==> src/sv/sta_pkg.sv <==
// Shared types and constants for the slot table allocator.
// Used by the controller, the datapath, the top level and the checker.
// No dependencies.
package sta_pkg;

   localparam int SLOTS       = 64;
   localparam int HANDLE_BITS = 32;
   localparam int IDX_W       = $clog2(SLOTS);
   localparam int CNT_W       = $clog2(SLOTS + 1);

   localparam logic [CNT_W-1:0] SLOT_COUNT = CNT_W'(SLOTS);

   typedef enum logic [1:0] {
      MODE_PUT           = 2'd0,
      MODE_REMOVE_INDEX  = 2'd1,
      MODE_REMOVE_HANDLE = 2'd2,
      MODE_RESERVED      = 2'd3
   } mode_type;

   typedef enum logic [1:0] {
      STATUS_OK        = 2'd0,
      STATUS_FULL      = 2'd1,
      STATUS_BAD       = 2'd2,
      STATUS_NOT_FOUND = 2'd3
   } status_type;

   typedef struct packed {
      mode_type          mode;
      logic [31:0]       handle;
      logic [IDX_W-1:0]  slot_index;
   } req_type;

   typedef struct packed {
      status_type        status;
      logic [IDX_W-1:0]  slot;
      logic [CNT_W-1:0]  free_count;
      logic [CNT_W-1:0]  first_free;
      logic [CNT_W-1:0]  used_end;
   } rsp_type;

   typedef enum logic [2:0] {
      ST_IDLE,
      ST_DECODE,
      ST_HOLE_SCAN,
      ST_FIND_ISSUE,
      ST_FIND_CHECK,
      ST_SHRINK,
      ST_REPLY
   } state_type;

   typedef enum logic [3:0] {
      OP_NONE,
      OP_LATCH,
      OP_REJECT,
      OP_PUT,
      OP_HOLE_STEP,
      OP_CLEAR_INDEX,
      OP_CLEAR_SCAN,
      OP_FIND_INIT,
      OP_FIND_READ,
      OP_SCAN_NEXT,
      OP_SHRINK_STEP
   } dp_op_type;

   typedef struct packed {
      dp_op_type   op;
      status_type  status;
   } dp_cmd_type;

   typedef struct packed {
      mode_type  mode;
      logic      handle_null;
      logic      full;
      logic      put_scan;
      logic      index_ok;
      logic      index_tops;
      logic      scan_in_range;
      logic      scan_free;
      logic      match;
      logic      scan_tops;
      logic      can_shrink;
   } dp_flags_type;

endpackage

==> src/sv/sta_ctrl.sv <==
// Controller state machine of the slot table allocator.
// Issues datapath commands and reads its flags; depends on sta_pkg.
module sta_ctrl
   import sta_pkg::*;
(
   input  logic          clock,
   input  logic          reset,
   input  logic          start,
   input  dp_flags_type  flags,
   output dp_cmd_type    cmd,
   output logic          busy,
   output logic          reply
);

   state_type state_ff, state_in;

   always_ff @(posedge clock) begin
      if (reset) begin
         state_ff <= ST_IDLE;
      end else begin
         state_ff <= state_in;
      end
   end

   always_comb begin
      state_in   = state_ff;
      cmd.op     = OP_NONE;
      cmd.status = STATUS_BAD;
      busy       = (state_ff != ST_IDLE);
      reply      = 1'b0;
      unique case (state_ff)
         ST_IDLE: begin
            if (start) begin
               cmd.op   = OP_LATCH;
               state_in = ST_DECODE;
            end
         end
         ST_DECODE: begin
            unique case (flags.mode)
               MODE_PUT: begin
                  if (flags.handle_null) begin
                     cmd.op   = OP_REJECT;
                     state_in = ST_REPLY;
                  end else if (flags.full) begin
                     cmd.op     = OP_REJECT;
                     cmd.status = STATUS_FULL;
                     state_in   = ST_REPLY;
                  end else begin
                     cmd.op   = OP_PUT;
                     state_in = flags.put_scan ? ST_HOLE_SCAN : ST_REPLY;
                  end
               end
               MODE_REMOVE_INDEX: begin
                  if (flags.index_ok) begin
                     cmd.op   = OP_CLEAR_INDEX;
                     state_in = flags.index_tops ? ST_SHRINK : ST_REPLY;
                  end else begin
                     cmd.op   = OP_REJECT;
                     state_in = ST_REPLY;
                  end
               end
               MODE_REMOVE_HANDLE: begin
                  if (flags.handle_null) begin
                     cmd.op   = OP_REJECT;
                     state_in = ST_REPLY;
                  end else begin
                     cmd.op   = OP_FIND_INIT;
                     state_in = ST_FIND_ISSUE;
                  end
               end
               default: begin
                  cmd.op   = OP_REJECT;
                  state_in = ST_REPLY;
               end
            endcase
         end
         ST_HOLE_SCAN: begin
            cmd.op = OP_HOLE_STEP;
            if (!flags.scan_in_range || flags.scan_free) begin
               state_in = ST_REPLY;
            end
         end
         ST_FIND_ISSUE: begin
            if (flags.scan_in_range) begin
               cmd.op   = OP_FIND_READ;
               state_in = ST_FIND_CHECK;
            end else begin
               state_in = ST_REPLY;
            end
         end
         ST_FIND_CHECK: begin
            if (flags.match) begin
               cmd.op   = OP_CLEAR_SCAN;
               state_in = flags.scan_tops ? ST_SHRINK : ST_REPLY;
            end else begin
               cmd.op   = OP_SCAN_NEXT;
               state_in = ST_FIND_ISSUE;
            end
         end
         ST_SHRINK: begin
            if (flags.can_shrink) begin
               cmd.op = OP_SHRINK_STEP;
            end else begin
               state_in = ST_REPLY;
            end
         end
         ST_REPLY: begin
            reply    = 1'b1;
            state_in = ST_IDLE;
         end
         default: begin
            state_in = ST_IDLE;
         end
      endcase
   end

endmodule

==> src/sv/sta_dp.sv <==
// Datapath of the slot table allocator: handle memory, occupancy bits,
// first-empty, used-end and free-count registers. Depends on sta_pkg.
module sta_dp
   import sta_pkg::*;
(
   input  logic          clock,
   input  logic          reset,
   input  req_type       req,
   input  dp_cmd_type    cmd,
   output dp_flags_type  flags,
   output rsp_type       rsp
);

   logic [HANDLE_BITS-1:0] handle_mem [SLOTS];
   logic [HANDLE_BITS-1:0] rdata_ff;

   logic [SLOTS-1:0]  occ_ff, occ_in;
   logic [CNT_W-1:0]  first_ff, first_in;
   logic [CNT_W-1:0]  end_ff, end_in;
   logic [CNT_W-1:0]  empties_ff, empties_in;
   logic [CNT_W-1:0]  scan_ff, scan_in;
   req_type           req_ff, req_in;
   status_type        status_ff, status_in;
   logic [IDX_W-1:0]  slot_ff, slot_in;

   logic [HANDLE_BITS-1:0] key;
   logic [IDX_W-1:0]       put_at;
   logic [IDX_W-1:0]       clr_at;
   logic [CNT_W-1:0]       clr_wide;
   logic [CNT_W-1:0]       end_less;

   assign key      = req_ff.handle[HANDLE_BITS-1:0];
   assign put_at   = first_ff[IDX_W-1:0];
   assign clr_at   = (cmd.op == OP_CLEAR_INDEX) ? req_ff.slot_index : scan_ff[IDX_W-1:0];
   assign clr_wide = {1'b0, clr_at};
   assign end_less = end_ff - CNT_W'(1);

   always_comb begin
      flags.mode          = req_ff.mode;
      flags.handle_null   = (key == '0);
      flags.full          = (empties_ff == '0);
      flags.put_scan      = (empties_ff != CNT_W'(1)) && (first_ff != end_ff);
      flags.index_ok      = ({1'b0, req_ff.slot_index} < end_ff)
                            && occ_ff[req_ff.slot_index];
      flags.index_tops    = ({1'b0, req_ff.slot_index} + CNT_W'(1) == end_ff);
      flags.scan_in_range = (scan_ff < end_ff);
      flags.scan_free     = !occ_ff[scan_ff[IDX_W-1:0]];
      flags.match         = occ_ff[scan_ff[IDX_W-1:0]] && (rdata_ff == key);
      flags.scan_tops     = (scan_ff + CNT_W'(1) == end_ff);
      flags.can_shrink    = (end_ff > first_ff) && !occ_ff[end_less[IDX_W-1:0]];
   end

   always_comb begin
      occ_in     = occ_ff;
      first_in   = first_ff;
      end_in     = end_ff;
      empties_in = empties_ff;
      scan_in    = scan_ff;
      req_in     = req_ff;
      status_in  = status_ff;
      slot_in    = slot_ff;
      unique case (cmd.op)
         OP_LATCH: begin
            req_in    = req;
            status_in = STATUS_BAD;
            slot_in   = '0;
         end
         OP_REJECT: begin
            status_in = cmd.status;
         end
         OP_PUT: begin
            occ_in[put_at] = 1'b1;
            empties_in     = empties_ff - CNT_W'(1);
            slot_in        = put_at;
            status_in      = STATUS_OK;
            scan_in        = first_ff + CNT_W'(1);
            // The last free slot was taken: both pointers move past the table.
            if (empties_ff == CNT_W'(1)) begin
               first_in = SLOT_COUNT;
               end_in   = SLOT_COUNT;
            end else if (first_ff == end_ff) begin
               first_in = first_ff + CNT_W'(1);
               end_in   = end_ff + CNT_W'(1);
            end
         end
         OP_HOLE_STEP: begin
            if (!(scan_ff < end_ff)) begin
               first_in = end_ff;
            end else if (!occ_ff[scan_ff[IDX_W-1:0]]) begin
               first_in = scan_ff;
            end else begin
               scan_in = scan_ff + CNT_W'(1);
            end
         end
         OP_CLEAR_INDEX, OP_CLEAR_SCAN: begin
            occ_in[clr_at] = 1'b0;
            empties_in     = empties_ff + CNT_W'(1);
            slot_in        = clr_at;
            status_in      = STATUS_OK;
            if (clr_wide < first_ff) begin
               first_in = clr_wide;
            end
            if (clr_wide + CNT_W'(1) == end_ff) begin
               end_in = clr_wide;
            end
         end
         OP_FIND_INIT: begin
            status_in = STATUS_NOT_FOUND;
            scan_in   = '0;
         end
         OP_SCAN_NEXT: begin
            scan_in = scan_ff + CNT_W'(1);
         end
         OP_SHRINK_STEP: begin
            end_in = end_less;
         end
         default: begin
         end
      endcase
   end

   always_ff @(posedge clock) begin
      if (reset) begin
         occ_ff     <= '0;
         first_ff   <= '0;
         end_ff     <= '0;
         empties_ff <= SLOT_COUNT;
      end else begin
         occ_ff     <= occ_in;
         first_ff   <= first_in;
         end_ff     <= end_in;
         empties_ff <= empties_in;
      end
   end

   always_ff @(posedge clock) begin
      scan_ff   <= scan_in;
      req_ff    <= req_in;
      status_ff <= status_in;
      slot_ff   <= slot_in;
   end

   always_ff @(posedge clock) begin
      if (cmd.op == OP_PUT) begin
         handle_mem[put_at] <= key;
      end
      if (cmd.op == OP_FIND_READ) begin
         rdata_ff <= handle_mem[scan_ff[IDX_W-1:0]];
      end
   end

   assign rsp.status     = status_ff;
   assign rsp.slot       = slot_ff;
   assign rsp.free_count = empties_ff;
   assign rsp.first_free = first_ff;
   assign rsp.used_end   = end_ff;

endmodule

==> src/sv/slot_table_allocator_core.sv <==
// Top level of the slot table allocator: joins controller and datapath.
// Depends on sta_pkg, sta_ctrl and sta_dp.
//
// Usage: drive req and raise start while busy is low; the request is
// transferred at that clock edge and busy rises in the next cycle. Exactly
// one result follows per request: rsp_strobe is high for one cycle with rsp
// valid in that same cycle, and the transfer happens at the edge ending it.
// The receiver cannot stall; it must take the result in that cycle.
// Flow per request: a put, direct or rejected, replies after the decode; a
// put that searches for the next hole passes over the occupied slots above
// the filled slot. A remove by index replies after the decode, or drops
// each trailing empty slot from the used area when the top slot was cleared.
// A remove by handle replies after the decode when rejected, else examines
// slots in turn, each through an issue and a check state, and when the top
// slot was cleared also drops each trailing empty slot.
// busy drops in the cycle after the strobe, so the next request may start
// then. The hole search and the shrink step take one slot per cycle. Reset
// empties the table at once: all slots free, first free slot and used end
// at zero; no clearing pass is needed.
module slot_table_allocator_core
   import sta_pkg::*;
(
   input  logic     clock,
   input  logic     reset,
   input  logic     start,
   output logic     busy,
   input  req_type  req,
   output logic     rsp_strobe,
   output rsp_type  rsp
);

   dp_cmd_type    cmd;
   dp_flags_type  flags;

   sta_ctrl u_ctrl (
      .clock (clock),
      .reset (reset),
      .start (start),
      .flags (flags),
      .cmd   (cmd),
      .busy  (busy),
      .reply (rsp_strobe)
   );

   sta_dp u_dp (
      .clock (clock),
      .reset (reset),
      .req   (req),
      .cmd   (cmd),
      .flags (flags),
      .rsp   (rsp)
   );

endmodule

==> config.mk <==
export PLATFORM = sky130hd
export DESIGN_NAME = slot_table_allocator_core
export DESIGN_NICKNAME = d
export VERILOG_FILES = /design/src/sv/sta_pkg.sv /design/src/sv/sta_ctrl.sv /design/src/sv/sta_dp.sv /design/src/sv/slot_table_allocator_core.sv
export SDC_FILE = /design/constraint.sdc
export NUM_CORES = 2
export LEC_CHECK = 0
export BUFFER_PORTS_ARGS = -buffer_cell sky130_fd_sc_hd__buf_2
export CAP_MARGIN = 20
export CORE_ASPECT_RATIO = 0.6
export CORE_MARGIN = 2
export CORE_UTILIZATION = 49
export CTS_CLUSTER_DIAMETER = 150
export DETAILED_ROUTE_END_ITERATION = 8
export GPL_ROUTABILITY_DRIVEN = 0
export PLACE_DENSITY = 0.74
export SKIP_LAST_GASP = 1
export SLEW_MARGIN = 20
export SYNTH_ARGS = -nofsm -noshare
export SYNTH_HDL_FRONTEND = slang
export SYNTH_SLANG_ARGS = --single-unit
export TNS_END_PERCENT = 50
==> constraint.sdc <==
create_clock -name clock -period 9.29 [get_ports clock]
set_input_delay 1.858 -clock clock [delete_from_list [all_inputs] [get_ports clock]]
set_output_delay 1.858 -clock clock [all_outputs]
set_load 0.02 [all_outputs]
# == Word level (Yosys, flattened, before mapping) ==
# Memories as Yosys holds them, arrays and structs flattened. A register that Yosys moved wholly into a read port is not among the register bits.
# Cells that the tools add are included.
# op_classes
n_addsub,8
magnitude_cmp,11
n_eq_ne,35
muxes,59
n_bitwise,3
n_reduce_logical,27
# op_table
cell,count
$pmux 64 s2,1
$mux 7,10
$and 64x64->64,1
$not 64->64,1
$or 64x64->64,1
$pmux 7 s3,2
$lt 6x7->1 const B,5
$mux 3,11
$eq 32x32->1,1
$logic_not 32->1,1
$add 7x1->7 const B,4
$eq 7x7->1,4
$pmux 7 s4,1
$pmux 4 s6,1
$bmux 1 s6,3
$pmux 3 s6,1
$pmux 6 s3,1
$eq 4x3->1 const B,4
$mux 4,4
$add 6x1->7 const B,2
$lt 6x7->1,2
$mux 2,7
$pmux 7 s2,1
$sub 7x1->7 const B,2
37 further kinds,72
# word_totals
register_bits,143
ram_bits,2048
in_bits,43
out_inout_bits,31
word_cells,155
memories,1
# mem_list
memory,words,word_bits,read_ports,rd_ports_with_merged_regs,wr,line,text
u_dp.handle_mem,64,32,1,1,1,sta_dp.sv:14,logic [HANDLE_BITS-1:0] handle_mem [SLOTS];

# == Depth between registers and ports, before layout ==
# depth
ltp_word,16
ltp_mapped,23
ltp_nobuf,19

# == Hierarchy ==
# From an unflattened synthesis, not the netlist that was laid out.
# unflattened
cells_unflattened,3993
hier_area_um2,88372.3
# modules_own_cells
module,n_inst,cells_each,area_per_inst_um2,seq_area_each_um2
sta_dp,1,3937,87984.4,65813.1
sta_ctrl,1,56,387.9,60.1

# == Least setup slack after synthesis ==
# OpenSTA, ideal clock, no wires.
# synth_timing
path_kind,register -> register
startpoint,reg u_dp.end_ff[0]
endpoint,mem u_dp.handle_mem[58][0] (enable)
setup_ns,0.463
arrival_ns,5.837
required_time_ns,8.827
setup_slack_ns,2.989
path_stages_with_launch,15
path_buffers,5
period_less_slack_ns,6.301
path_cell_list,dfxtp_1 -> buf_4 -> buf_6 -> inv_1 -> ha_1 -> clkbuf_1 -> buf_2 -> mux4_2 -> a2111o_1 -> a21boi_0 -> o21ai_2 -> a2bb2oi_2 -> nand2_2 -> buf_2 -> nor3_1
# synth_via
elab_chain_cells,10
word_cells_on_any_way,17
cone_classes,1 x add/sub; 3 x order compare; 1 x eq/ne; 9 x mux; 3 x reduce/logical
# synth_lines
element,line,text
from (decl),sta_dp.sv:19,"logic [CNT_W-1:0] end_ff, end_in;"
from (signal assigned),sta_dp.sv:131,end_ff <= end_in;
$sub 7x1->7,sta_dp.sv:36,assign end_less = end_ff - CNT_W'(1);
$bmux 1 s6,sta_dp.sv:50,flags.can_shrink = (end_ff > first_ff) && !occ_ff[end_less[IDX_W-1:0]];
$mux 1 (not written as such),sta_dp.sv:50,
$logic_not 1->1,sta_dp.sv:50,
$logic_and 1x1->1,sta_dp.sv:50,
$mux 4,sta_ctrl.sv:101,if (flags.can_shrink) begin
$pmux 4 s6 *,sta_ctrl.sv:31,unique case (state_ff)
$eq 4x2->1 *,sta_dp.sv:144,if (cmd.op == OP_PUT) begin
$mux 1 *,sta_dp.sv:144,
$mux 1 (not written as such) *,sta_dp.sv:145,handle_mem[put_at] <= key;
to (decl),sta_dp.sv:14,
# Mark *: on every way between the ends. The rest lies on a longest branch, timed or not. The select of a mux whose other input is x is not followed.

# == Final worst setup path ==
# layout_timing
startpoint,reg u_dp.end_ff[3]
endpoint,reg u_dp.first_ff[1]
# layout_via
elab_chain_cells,12
word_cells_on_any_way,30
cone_classes,1 x add/sub; 4 x order compare; 8 x eq/ne; 11 x mux; 6 x reduce/logical
# layout_lines
element,line,text
$sub 7x1->7,sta_dp.sv:36,
$bmux 1 s6,sta_dp.sv:50,
$mux 1 (not written as such),sta_dp.sv:50,
$logic_not 1->1,sta_dp.sv:50,
$logic_and 1x1->1,sta_dp.sv:50,
$mux 4,sta_ctrl.sv:101,
$pmux 4 s6,sta_ctrl.sv:31,
$eq 4x3->1,"sta_dp.sv:34, sta_dp.sv:62",
$mux 6,sta_dp.sv:34,assign clr_at = (cmd.op == OP_CLEAR_INDEX) ? req_ff.slot_index : scan_ff[IDX_W-1:0];
$lt 6x7->1,sta_dp.sv:100,if (clr_wide < first_ff) begin
$ne 2x1->1 (no source line),--,
$reduce_and 4->1 (no source line),--,
to (signal assigned),sta_dp.sv:130,first_ff <= first_in;
to (decl),sta_dp.sv:18,"logic [CNT_W-1:0] first_ff, first_in;"
# Parallel ways exist; a longest one is shown, timed or not. The select of a mux whose other input is x is not followed.
# A chain may end at the register's enable or synchronous reset.

==> summary.md <==
| Metric | Value |
|---|---|
| WS Path Type | reg -> reg |
| Max_cap viols | 0 |
| Final Max Tran Viols | 0 |
| Remaining Overflow, GRT | 0 |
| Final setup fails | 0 |
| Status | complete, no violations |
| Main area contributors after synthesis | edfxtp_1, mux4_2, dfxtp_1 |
| Crit path from | u_dp.end_ff[3] |
| Vias per cell | 6.79 |
| DRT iter0 DRCs | 8,752 |
| Area Growth Syn to Fin | 11.3% |
| CTS tree | yes |
| Starting Density | 49.4% |
| Remaining DRCs | 0 |
| Number of synthesized flops with an enable pin | 2,135 |
| Top-area cell type share of the netlist area | 72.7% |
| Total Wirelength | 245,000 um |
| Min Tclk post-route | 6.82 ns |
| WP data required | 9.92 ns |
| Hold Crit Class | reg -> reg |
| Gate Count Post-Synth | 4,011 |
| Number of buffers added on ports | 73 |
| Synth Flop Type | edfxtp_1 |
| CTS resizes | 0 |
| Asr flop ratio synth | 0% |
| Yosys cell types | 77 |
| Leakage power | 30.6 nW |
| Path depth of the worst reg2reg path | 16 |
| Most frequent cell after synthesis | edfxtp_1 |
| Fmax achieved | 147 MHz |
| CP Max Fanout | 20 |
| Core ar. | 179,000 um2 |
| First-pass GRT wire length | 342,000 um |
| Worst slew pin tran | 1.14 ns |
| WL/cell | 36.3 um |
| Initial antenna violation count | 28 |
| Part of the cycle the worst path needs | 73.4% |
| Pre-Repair DR Iteration Count | 8 |
| WP data arrival | 7.45 ns |
| Setup crit end kind | flip-flop |
| # nets final | 4,302 |
| Register area share after synthesis | 74.7% |
| Area of the die | 183,000 um2 |
| CTS sink cnt | 2,223 |
| Peak supply drop | 0.000276 V |
| Critical Path End | u_dp.first_ff[1] |
| Vias in the first global route | 43,800 |
| Syn_nets | 4,089 |
| Cell Pwr Density | 299 nW/um2 |
| Total Routing Usage GR | 26.7% |
| Clk_skew | 0.0748 ns |
| FF+latch count, synth | 2,223 |
| Die height | 333 um |
| Layout Cells excl Fill | 6,759 |
| Synth Cell Area | 88,200 um2 |
| Synth warnings | 0 |
| Crit path launch type | flip-flop |
| Worst hold slack | 0.527 ns |
| Worst relative slew slack | 23.6% |
| Hpwl dp | 143,000 um |
| Via count | 45,900 |
| Post-CTS setup buffers | 0 |
| Worst r2r dst | u_dp.first_ff[1] |
| Die X | 552 um |
| Layout cell share with drive strength beyond 1 | 29.4% |
| Num CTS Buffers | 186 |
| Root buffer cell | clkbuf_16 |
| Largest net degree at the start of global routing | 160 |
| Final Hold Vio Count | 0 |
| TNS Setup | 0 ns |
| Number of H-tree levels | 4 |
| Synth cell count leaders | edfxtp_1, mux4_2, nor2_1, clkbuf_1, dfxtp_1 |
| RSZ-0062 raised after global routing | no |
| CTS hold repair buffers | 0 |
| Worst reg2reg startpoint | u_dp.end_ff[3] |
| Post-synth top area cell | edfxtp_1 |
| Number of top-level pins | 74 |
| Clk pin slew, worst setup/hold paths | 0.08 ns |
| Clk buf depth | 4 |
| Worst-skew pair later-pin latency | 0.84 ns |
| Antenna Nets Post-Route | 0 |
| Rows | 120 |
| Flop-to-flop setup slack | 2.47 ns |
| Placed insts | 6,412 |
| Synth Area per Inst | 22.0 um2 |
==> cells in the final DEF, fill, tap and decap left out, types with 31 or more instances in the layout <==
cell type  Yosys  final
edfxtp_1    2135   2135
mux4_2       696    696
clkinv_1       2     43
buf_4          6    164
clkbuf_16      0    188
dfxtp_1       88     88
buf_2         19     73
xnor2_1       55     55
nand2_1       52     52
o22ai_1       65     65
mux2i_1       62     62
nor2_1       152    121
ha_1          35     35
clkbuf_1     151     47
nor2_4         0     31
a21oi_1       32     32
nand3_1       52     52
==> stage by stage <==
step / util (%) / area [um2] / worst slack [ns] / total power [mW]
finish: 55.0 / 98100 / 2.47 / 29.4
global route: 54.9 / 98100 / 2.35 / 30.2
CTS: 54.9 / 98000 / 2.52 / 29.1
detailed placement: 51.7 / 92400 / 2.56 / 21.7
global placement: 51.7 / 92400 / 2.73 / 21.5
floorplan: - / 88200 / 2.99 / 18.2
==> how the worst min path moves through the flow <==
| stage | startpoint | slack, ns | cells past startpoint | to |
|---|---|---|---|---|
| 2_1_floorplan | u_dp.occ_ff[58] | 0.48 | 1 | u_dp.occ_ff[58] |
| 3_3_place_gp | u_dp.empties_ff[6] | 0.50 | 2 | u_dp.empties_ff[6] |
| 3_5_place_dp | u_dp.empties_ff[6] | 0.52 | 2 | u_dp.empties_ff[6] |
| 4_1_cts | u_dp.empties_ff[6] | 0.53 | 2 | u_dp.empties_ff[6] |
| 5_1_grt | u_dp.empties_ff[6] | 0.57 | 2 | u_dp.empties_ff[6] |
| 6_report | u_dp.empties_ff[6] | 0.53 | 2 | u_dp.empties_ff[6] |
==> layer usage <==
layer	part of all wire, %	wire length, um	GRT usage [%]	vias to the layer above
li1	-	-	-	17500
met1	38	93100	40.0	24200
met5	0.18	437	0.392	-
met4	1.8	4440	4.93	18
met3	19	46900	13.8	355
met2	41	100000	34.9	3869
==> sequential cells by signal (all words and copies together) (netlist names) <==
name,count
u_dp.status_ff,2
u_dp.rdata_ff,32
u_dp.key,32
u_ctrl.state_ff,3
u_dp.slot_ff,6
u_dp.req_ff,6
u_dp.scan_ff,7
u_dp.flags,2
u_dp.empties_ff,7
u_dp.end_ff,7
u_dp.occ_ff,64
u_dp.first_ff,7
u_dp.handle_mem,2048
==> critical path: stages (launching register included) <==
cell and delay [ns]:
dfxtp_1 0.73, clkinv_1 0.54, ha_1 0.37, a211oi_1 0.24, a311oi_1 0.17, nor2_1 0.31, nand4_1 0.40, nand2_1 0.76
mux2i_1 0.75, inv_1 0.20, ha_1 0.34, a21o_1 0.17, a221o_1 0.36, a221oi_1 0.52, o31ai_2 0.30, a2111oi_0 0.35
a211oi_1 0.11
==> cell families (layout without fill, tap and decap cells) <==
group	Yosys count	after routing	synth area share, %
AND/OR/NAND/NOR	417	417	2.40
buffers and inverters	252	603	1.17
other	0	18	0
XOR/XNOR	68	68	0.675
adder cells (fa/ha/maj)	35	35	0.497
flip-flops	2223	2223	74.7
AO/OA/AOI/OAI	247	247	1.94
multiplexers	769	769	18.6
==> power breakdown <==
group | switching [mW] | total [mW] | internal, mW | leakage, nW
combinational | 5.92 | 9.73 | 3.81 | 7.94
clock | 3.52 | 7.56 | 4.04 | 2.74
sequential | 0.216 | 12.1 | 11.9 | 19.9
total | 9.66 | 29.4 | 19.7 | 30.6
==> cell type report <==
cell class,count,area (um2)
Fill cell,12900,80400
Sequential cell,2223,65900
Clock inverter,86,688
Timing Repair Buffer,244,1740
Antenna cell,18,45.0
Tap cell,2379,2980
Multi-Input combinational cell,1536,21700
Inverter,33,125
Clock buffer,240,4950
Power figures use the tool's default switching activity.
